`src/sv/gzfs_pkg.sv`:
```
package gzfs_pkg;

  localparam int DIM_W       = 12;
  localparam int COUNT_W     = 21;
  localparam int ZONE_W      = 4;
  localparam int CFG_IDX_W   = 1;
  localparam int GRID_SIDE   = 3;
  localparam int ZONE_TOTAL  = GRID_SIDE * GRID_SIDE;
  localparam int QUEUE_DEPTH = 4;
  localparam int QPTR_W      = $clog2(QUEUE_DEPTH);

  localparam logic [DIM_W-1:0]     DIM_MIN       = DIM_W'(GRID_SIDE);
  localparam logic [DIM_W-1:0]     MAX_DIMENSION = 12'd4095;
  localparam logic [COUNT_W-1:0]   COUNT_MAX     = {COUNT_W{1'b1}};
  localparam logic [ZONE_W-1:0]    CENTER_ZONE   = 4'd5;

  // floor(x/3) for x < 4096 is (x * 2731) >> 13
  localparam int                   RECIP_SHIFT   = 13;
  localparam logic [RECIP_SHIFT-1:0] RECIP_THIRD = 13'd2731;

  localparam logic [CFG_IDX_W-1:0] CFG_FRAME_COLUMNS = 1'd0;
  localparam logic [CFG_IDX_W-1:0] CFG_FRAME_ROWS    = 1'd1;

  localparam logic [DIM_W-1:0] RESET_COLUMNS = 12'd640;
  localparam logic [DIM_W-1:0] RESET_ROWS    = 12'd480;

  // geometry of one frame side, worked out on reset and when the register is written
  typedef struct packed {
    logic [DIM_W-1:0] last;   // clamped size minus one
    logic [DIM_W-1:0] zw;     // zone extent
    logic [DIM_W-1:0] zw2;    // two zone extents
    logic [DIM_W-1:0] trim;   // three zone extents
  } dim_t;

  // word handed from the front to the back
  typedef struct packed {
    logic              inc;   // count one free pixel in zone
    logic [ZONE_W-1:0] zone;  // zone index, 0 .. 8
    logic              last;  // last pixel of the frame
  } q_word_t;

  function automatic dim_t derive_dim(logic [DIM_W-1:0] v);
    logic [DIM_W-1:0]             c;
    logic [DIM_W+RECIP_SHIFT-1:0] prod;
    logic [DIM_W-1:0]             third;
    dim_t                         d;
    c = v;
    if (v < DIM_MIN) begin
      c = DIM_MIN;
    end else if (v > MAX_DIMENSION) begin
      c = MAX_DIMENSION;
    end
    prod   = (DIM_W+RECIP_SHIFT)'(c) * (DIM_W+RECIP_SHIFT)'(RECIP_THIRD);
    third  = prod[DIM_W+RECIP_SHIFT-1:RECIP_SHIFT];
    d.last = c - DIM_W'(1);
    d.zw   = third;
    d.zw2  = DIM_W'({third, 1'b0});
    d.trim = DIM_W'({third, 1'b0}) + third;
    return d;
  endfunction

endpackage

```
`src/sv/gzfs_front.sv`:
```
module gzfs_front (
  input  logic                           clk,
  input  logic                           rst,
  input  logic                           cfg_write,
  input  logic [gzfs_pkg::CFG_IDX_W-1:0] cfg_index,
  input  logic [gzfs_pkg::DIM_W-1:0]     cfg_data,
  input  logic                           push,
  input  logic [7:0]                     pixel_value,
  input  logic                           q_full,
  output logic                           q_wr,
  output gzfs_pkg::q_word_t              q_wdata
);
  import gzfs_pkg::*;

  dim_t             col_dim;
  dim_t             row_dim;
  logic [DIM_W-1:0] column_position;
  logic [DIM_W-1:0] row_position;

  logic       row_end;
  logic       frame_end;
  logic       in_area;
  logic [1:0] zc;
  logic [1:0] zr;

  always_ff @(posedge clk) begin
    if (rst) begin
      col_dim <= derive_dim(RESET_COLUMNS);
      row_dim <= derive_dim(RESET_ROWS);
    end else if (cfg_write) begin
      unique case (cfg_index)
        CFG_FRAME_COLUMNS: col_dim <= derive_dim(cfg_data);
        CFG_FRAME_ROWS:    row_dim <= derive_dim(cfg_data);
        default:           ;
      endcase
    end
  end

  always_comb begin
    in_area   = (column_position < col_dim.trim) && (row_position < row_dim.trim);
    row_end   = column_position >= col_dim.last;
    frame_end = row_end && (row_position >= row_dim.last);
    priority if (column_position < col_dim.zw) begin
      zc = 2'd0;
    end else if (column_position < col_dim.zw2) begin
      zc = 2'd1;
    end else begin
      zc = 2'd2;
    end
    priority if (row_position < row_dim.zw) begin
      zr = 2'd0;
    end else if (row_position < row_dim.zw2) begin
      zr = 2'd1;
    end else begin
      zr = 2'd2;
    end
    q_wr         = push && !q_full;
    q_wdata.inc  = (pixel_value != 8'd0) && in_area;
    q_wdata.zone = ZONE_W'({zr, 1'b0}) + ZONE_W'(zr) + ZONE_W'(zc);
    q_wdata.last = frame_end;
  end

  always_ff @(posedge clk) begin
    if (rst) begin
      column_position <= '0;
      row_position    <= '0;
    end else if (q_wr) begin
      priority if (frame_end) begin
        column_position <= '0;
        row_position    <= '0;
      end else if (row_end) begin
        column_position <= '0;
        row_position    <= row_position + DIM_W'(1);
      end else begin
        column_position <= column_position + DIM_W'(1);
      end
    end
  end

endmodule

```
`src/sv/gzfs_fifo.sv`:
```
module gzfs_fifo (
  input  logic              clk,
  input  logic              rst,
  input  logic              wr,
  input  gzfs_pkg::q_word_t wdata,
  input  logic              rd,
  output gzfs_pkg::q_word_t rdata,
  output logic              full,
  output logic              empty
);
  import gzfs_pkg::*;

  q_word_t           mem [QUEUE_DEPTH];
  logic [QPTR_W-1:0] wr_ptr;
  logic [QPTR_W-1:0] rd_ptr;
  logic [QPTR_W:0]   fill;

  assign full  = fill == (QPTR_W+1)'(QUEUE_DEPTH);
  assign empty = fill == '0;
  assign rdata = mem[rd_ptr];

  always_ff @(posedge clk) begin
    if (wr) begin
      mem[wr_ptr] <= wdata;
    end
  end

  always_ff @(posedge clk) begin
    if (rst) begin
      wr_ptr <= '0;
      rd_ptr <= '0;
      fill   <= '0;
    end else begin
      if (wr) begin
        wr_ptr <= wr_ptr + QPTR_W'(1);
      end
      if (rd) begin
        rd_ptr <= rd_ptr + QPTR_W'(1);
      end
      unique case ({wr, rd})
        2'b10:   fill <= fill + (QPTR_W+1)'(1);
        2'b01:   fill <= fill - (QPTR_W+1)'(1);
        default: fill <= fill;
      endcase
    end
  end

endmodule

```
`src/sv/gzfs_back.sv`:
```
module gzfs_back (
  input  logic                         clk,
  input  logic                         rst,
  input  gzfs_pkg::q_word_t            q_head,
  input  logic                         q_empty,
  output logic                         q_rd,
  input  logic                         pop,
  output logic                         empty,
  output logic [gzfs_pkg::ZONE_W-1:0]  best_zone,
  output logic [1:0]                   thrust_code,
  output logic [1:0]                   roll_code,
  output logic [gzfs_pkg::COUNT_W-1:0] best_count
);
  import gzfs_pkg::*;

  typedef enum logic [2:0] {
    SC_IDLE = 3'b001,
    SC_RUN  = 3'b010,
    SC_HOLD = 3'b100
  } scan_state_t;

  localparam logic [ZONE_W-1:0] LAST_IDX = ZONE_W'(ZONE_TOTAL - 1);

  scan_state_t        scan_state;
  logic [ZONE_W-1:0]  scan_idx;
  logic [COUNT_W-1:0] most;
  logic [ZONE_W-1:0]  best;
  logic [COUNT_W-1:0] counts     [ZONE_TOTAL];
  logic [COUNT_W-1:0] count_next [ZONE_TOTAL];
  logic [COUNT_W-1:0] snap       [ZONE_TOTAL];
  logic               out_valid;
  logic               out_free;
  logic               frame_done;

  function automatic logic [3:0] zone_codes(logic [ZONE_W-1:0] z);
    logic [3:0] rc;
    unique case (z)
      4'd1:    rc = {2'd0, 2'd0};
      4'd2:    rc = {2'd0, 2'd1};
      4'd3:    rc = {2'd0, 2'd2};
      4'd4:    rc = {2'd1, 2'd0};
      4'd6:    rc = {2'd1, 2'd2};
      4'd7:    rc = {2'd2, 2'd0};
      4'd8:    rc = {2'd2, 2'd1};
      4'd9:    rc = {2'd2, 2'd2};
      default: rc = {2'd1, 2'd1};
    endcase
    return rc;
  endfunction

  always_comb begin
    q_rd       = !q_empty && (!q_head.last || scan_state == SC_IDLE);
    frame_done = q_rd && q_head.last;
    out_free   = !out_valid || pop;
    empty      = !out_valid;
    for (int k = 0; k < ZONE_TOTAL; k++) begin
      if (q_rd && q_head.inc && q_head.zone == ZONE_W'(k) && counts[k] != COUNT_MAX) begin
        count_next[k] = counts[k] + COUNT_W'(1);
      end else begin
        count_next[k] = counts[k];
      end
    end
  end

  // zone counters, cleared as the frame's totals move to the scan bank
  always_ff @(posedge clk) begin
    for (int k = 0; k < ZONE_TOTAL; k++) begin
      if (rst || frame_done) begin
        counts[k] <= '0;
      end else begin
        counts[k] <= count_next[k];
      end
    end
  end

  // scan bank shifts toward entry zero, one compare a cycle
  always_ff @(posedge clk) begin
    if (frame_done) begin
      for (int k = 0; k < ZONE_TOTAL; k++) begin
        snap[k] <= count_next[k];
      end
    end else if (scan_state == SC_RUN) begin
      for (int k = 0; k < ZONE_TOTAL - 1; k++) begin
        snap[k] <= snap[k+1];
      end
      snap[ZONE_TOTAL-1] <= '0;
    end
  end

  always_ff @(posedge clk) begin
    if (rst) begin
      scan_state <= SC_IDLE;
      scan_idx   <= '0;
      most       <= '0;
      best       <= CENTER_ZONE;
    end else begin
      unique case (scan_state)
        SC_IDLE: begin
          if (frame_done) begin
            scan_state <= SC_RUN;
            scan_idx   <= '0;
            most       <= '0;
            best       <= CENTER_ZONE;
          end
        end
        SC_RUN: begin
          if (snap[0] > most) begin
            most <= snap[0];
            best <= scan_idx + ZONE_W'(1);
          end
          scan_idx <= scan_idx + ZONE_W'(1);
          if (scan_idx == LAST_IDX) begin
            scan_state <= SC_HOLD;
          end
        end
        SC_HOLD: begin
          if (out_free) begin
            scan_state <= SC_IDLE;
          end
        end
        default: scan_state <= SC_IDLE;
      endcase
    end
  end

  always_ff @(posedge clk) begin
    if (rst) begin
      out_valid <= 1'b0;
    end else if (scan_state == SC_HOLD && out_free) begin
      out_valid <= 1'b1;
    end else if (pop) begin
      out_valid <= 1'b0;
    end
  end

  always_ff @(posedge clk) begin
    if (scan_state == SC_HOLD && out_free) begin
      best_zone                <= best;
      best_count               <= most;
      {thrust_code, roll_code} <= zone_codes(best);
    end
  end

  a_scan_idx_range: assert property (@(posedge clk) disable iff (rst)
    scan_state == SC_RUN |-> scan_idx <= LAST_IDX)
    else $error("scan index past last zone");

  a_counts_cleared: assert property (@(posedge clk) disable iff (rst)
    frame_done |=> counts[0] == '0 && counts[ZONE_TOTAL-1] == '0)
    else $error("zone counters not cleared at frame end");

  a_empty_frame_center: assert property (@(posedge clk) disable iff (rst)
    out_valid && best_count == '0 |-> best_zone == CENTER_ZONE)
    else $error("empty frame did not select center zone");

  a_result_from_hold: assert property (@(posedge clk) disable iff (rst)
    $rose(out_valid) |-> $past(scan_state == SC_HOLD))
    else $error("result appeared without a finished scan");

endmodule

```
`src/sv/grid_zone_free_space_select.sv`:
```
// result path: the last pixel word of a frame starts the winner scan, then the result waits
//   in the hold state until the result slot is free
// throughput: one pixel word per cycle while the queue is not full; the nine-step winner scan
//   runs once per frame, and a frame's last word waits in the 4-word queue until the previous scan is done
// reset: synchronous on rst; frame size returns to 640x480, positions and zone counts
//   clear, the pixel queue and the result slot come up empty
module grid_zone_free_space_select (
  input  logic                           clk,
  input  logic                           rst,
  // configuration
  input  logic                           cfg_write,
  input  logic [gzfs_pkg::CFG_IDX_W-1:0] cfg_index,
  input  logic [gzfs_pkg::DIM_W-1:0]     cfg_data,
  // pixel side
  input  logic                           push,
  output logic                           full,
  input  logic [7:0]                     pixel_value,
  // result side
  output logic                           empty,
  input  logic                           pop,
  output logic [gzfs_pkg::ZONE_W-1:0]    best_zone,
  output logic [1:0]                     thrust_code,
  output logic [1:0]                     roll_code,
  output logic [gzfs_pkg::COUNT_W-1:0]   best_count
);
  import gzfs_pkg::*;

  // front to queue
  logic    q_wr;
  q_word_t q_wdata;
  logic    q_full;
  // queue to back
  logic    q_rd;
  q_word_t q_head;
  logic    q_empty;

  // front: tracks raster position, picks the zone by compare against zone edges
  gzfs_front u_front (
    .clk         (clk),
    .rst         (rst),
    .cfg_write   (cfg_write),
    .cfg_index   (cfg_index),
    .cfg_data    (cfg_data),
    .push        (push),
    .pixel_value (pixel_value),
    .q_full      (q_full),
    .q_wr        (q_wr),
    .q_wdata     (q_wdata)
  );

  // short queue so the front keeps taking pixels while the back waits on a scan
  gzfs_fifo u_fifo (
    .clk   (clk),
    .rst   (rst),
    .wr    (q_wr),
    .wdata (q_wdata),
    .rd    (q_rd),
    .rdata (q_head),
    .full  (q_full),
    .empty (q_empty)
  );

  // back: saturating zone counters, winner scan, one-word result slot
  gzfs_back u_back (
    .clk         (clk),
    .rst         (rst),
    .q_head      (q_head),
    .q_empty     (q_empty),
    .q_rd        (q_rd),
    .pop         (pop),
    .empty       (empty),
    .best_zone   (best_zone),
    .thrust_code (thrust_code),
    .roll_code   (roll_code),
    .best_count  (best_count)
  );

  // a pixel word is refused only while the queue is full
  assign full = q_full;

endmodule
```
`config.mk`:
```
export PLATFORM = sky130hd
export DESIGN_NAME = grid_zone_free_space_select
export DESIGN_NICKNAME = d
export VERILOG_FILES = /design/src/sv/gzfs_pkg.sv /design/src/sv/gzfs_front.sv /design/src/sv/gzfs_fifo.sv /design/src/sv/gzfs_back.sv /design/src/sv/grid_zone_free_space_select.sv
export SDC_FILE = /design/constraint.sdc
export NUM_CORES = 1
export LEC_CHECK = 0
export BUFFER_PORTS_ARGS = -buffer_cell sky130_fd_sc_hd__buf_2
export CORE_MARGIN = 5
export CORE_UTILIZATION = 65
export DETAILED_ROUTE_END_ITERATION = 7
export PLACE_DENSITY_LB_ADDON = 0.15
export REMOVE_ABC_BUFFERS = 1
export SKIP_CTS_REPAIR_TIMING = 1
export SLEW_MARGIN = 20
export SYNTH_ARGS = -nofsm -noshare
export SYNTH_HDL_FRONTEND = slang
export SYNTH_SLANG_ARGS = --single-unit
```
`constraint.sdc`:
```
create_clock -name clk -period 19.7 [get_ports clk]
set_clock_uncertainty 0.2 [all_clocks]
set_input_delay 3.94 -clock clk [delete_from_list [all_inputs] [get_ports clk]]
set_output_delay 3.94 -clock clk [all_outputs]
set_load 0.02 [all_outputs]
```
==> results.toml <==
[finish]
finalInstanceArea_um2 = 31330
antennaDiodeCount = 0
final_common_cell = "nor2_1"
fillCellCount = 3315
final_cells = 3611
drive_above_1_share_pct = 6.028
nets = 3272
area_growth_pct = 9.192
layout_common_cells = "nor2_1, dfxtp_1, a21oi_1"

[clock_tree]
clkTransAtPathRegs_ps = 60
htreeDepth = 2
cts_tree = "built"
cts_num_sinks = 565
ctsLongestPathBuffers = 3
clock_latency_ps = 610
cts-buffers-inserted = 56
cts-root-buf = "clkbuf_16"

[sta]
period_minus_slack_ps = 11400
worst_slew_pin_slew_ps = 1092
fin_crit_sh_pct = 57.88
fmax_mhz = 87.71
finalHoldViolCount = 0
slew_headroom_pct = 27.20
setup_viol = 0
drv_slew = 0
tns_ps = 0
rsz0062_at_grt = "no"

[global_route]
grt-ovfl-total = 0
grt_pass1_vias = 20509
antenna_found_initial = 0
grt_usage_pct = 25.44
grt_max_degree = 254
grt_pass1_wl_mm = 101.2

[drt]
vias = 20677
drc = 0
vias_per_cell = 5.726
drt-total-wl_mm = 61.27
drtIter0Drc = 1532
ant_nets = 0
dr.pass1.iters = 5
wl_per_cell_um = 16.97

[place]
finalWeightedCongestion = 0.8965
dp_cells = 3506
placed_cell_area_um2 = 29400
io_buffer_count = 56
dp_hpwl_mm = 43.42

[floorplanning]
rows = 77
fp.dieW_um = 220.1
core_um2 = 43930
start_util_pct = 65.31
io_pins = 57
die_area_um2 = 48440
die_y_um = 220.1

[power_and_ir_drop]
switching_share_pct = 35.46
p_int_uw = 2592
p_clk_share_pct = 27.2
peakVddDrop_v = 0.0001598
power_density_nw_per_um2 = 128.2
seqPwrFrac_pct = 37.6
switching_power_uw = 1424
leakage_uw = 0.01261
power.total_uw = 4016
p_comb_share_pct = 35.1

[setup_path]
ff2ff_path_depth = 5
endpoint = "u_front.col_dim[10]"
crit_fanout = 8
crit_path_top_delay_cell = "fa_1"
r2r_end = "u_back.snap[1][9]"
cp-startpoint = "cfg_data[8]"
rrSetupSlack_ps = 15240
cp-start-kind = "input port"
critical_path_class = "input port to register"
cp.required_ps = 19970
slowest_delay_ps = 530
critPathArrivalTime_ps = 11680
end_kind = "register"

[yosys]
yosys.area.top_type = "edfxtp_1"
yosysWarnings = 0
synthFlopType = "dfxtp_1"
seq_area_frac_synth_pct = 47.86
ys_types = 60
syn-cell-area_um2 = 28690
syn_inst = 2963
netlist_top_cells_area = "edfxtp_1, dfxtp_1, ha_1"
syn_area_per_cell_um2 = 9.684
ys_async_sr_fraction_pct = 0
synth-edff-count = 242
ys_ff_latch = 565
yosys.area.top_type_share_pct = 25.33

[worst_hold_path]
hp-class = "register to register"

[flow_run]
drv_cap = 0

[outcome]
status = "complete, no violations"
Yosys cell counts (all sizes together), types with 3 or more instances:
master,n
o21a,13
or3b,3
nand3,106
xor2,119
o311ai,3
a21o,36
mux4,6
o211ai,35
nand4,59
and4,27
and2,20
nand2,182
mux2i,13
nor2,531
a21oi,264
ha,230
clkbuf,111
nor2b,18
edfxtp,242
or4,3
o41ai,3
a21boi,3
or3,9
or2,6
nor4,15
xnor2,105
dfxtp,323
nand2b,36
o21ai,52
inv,202
and3,38
nor3,36
a2111oi,6
a31oi,5
a211oi,24
a211o,6
fa,44
buf,7
stage by stage:
| step | worst slack (ps) | hold WS (ps) | util [%] |
|---|---|---|---|
| 3_5_place_dp | 7739 | 242.9 | 66.93 |
| 4_1_cts | 8343 | 257.1 | 71.27 |
| 3_3_place_gp | 8131 | 244.1 | 66.93 |
| 6_report | 8298 | 255.0 | 71.31 |
| 2_1_floorplan | 9066 | 230.3 | - |
| 5_1_grt | 7849 | 269.7 | 71.31 |
final cells by class:
cell class | instances | area [um2] | area share (%)
sequential | 565 | 13730 | 43.83
clock inverter | 26 | 339.1 | 1.082
clock buffer | 79 | 1568 | 5.004
inverter | 202 | 763.2 | 2.436
multi-input combinational | 2078 | 13800 | 44.03
timing repair buffer | 69 | 390.4 | 1.246
tap | 592 | 740.7 | 2.364
logic make-up after synthesis:
kind of cell | after synthesis | synth area share, %
buffers and inverters | 320 | 4.217
AO/OA/AOI/OAI | 466 | 9.581
adder cells (fa/ha/maj) | 274 | 13.10
AND/OR/NAND/NOR | 1094 | 17.40
flip-flops | 565 | 47.86
multiplexers | 19 | 0.9245
XOR/XNOR | 225 | 6.916
flip-flops by register name, indices dropped and copies added, names as in the netlist, named ones only:
register and count:
u_back.best_count 21, u_back.roll_code 2, u_back.best_zone 4, u_back.best 4, u_fifo.mem 24, u_back.thrust_code 2
u_back.scan_idx 4, u_back.out_valid 1, u_back.scan_state 3, u_front.column_position 12, u_back.snap 189, u_front.row_dim 34
u_back.most 21, u_front.row_position 12, u_front.col_dim 34, u_fifo.rd_ptr 2, u_fifo.wr_ptr 2, u_fifo.fill 3
u_back.counts 189
how the worst min path moves through the flow:
stage	startpoint	endpoint	slack, ps	cells past startpoint
4_1_cts	u_back.most[5]	u_back.best_count[5]	260	0
5_1_grt	u_back.most[11]	u_back.best_count[11]	270	0
3_5_place_dp	u_back.most[5]	u_back.best_count[5]	240	0
3_3_place_gp	u_back.most[20]	u_back.best_count[20]	240	0
6_report	u_front.row_dim[25]	u_front.row_dim[25]	260	2
2_1_floorplan	u_front.col_dim[25]	u_front.col_dim[25]	230	2
worst max-delay path: cells and delay by family:
family,cells,cell delay (ps)
and+or+nand+nor,7,1680
xor gates and xnor gates,1,350
AOI/OAI and AO/OA,8,2240
buffers and inverters,5,370
adders and majority gates,7,3080
layer usage:
layer,share of wire (%),up-vias,GRT usage [%]
li1,-,10214,-
met5,0,-,0
met2,50,453,44.40
met4,3.6,0,8.696
met3,4.1,143,3.393
met1,43,9867,32.86
power groups by stage:
stage	sequential, uW	combinational [uW]	clock, uW
floorplan	1540	1030	0
global placement	1530	1330	0
detailed placement	1540	1390	0
CTS	1510	1400	1110
global route	1530	1580	1160
finish	1510	1410	1090
(Power assumes the default switching activity.)
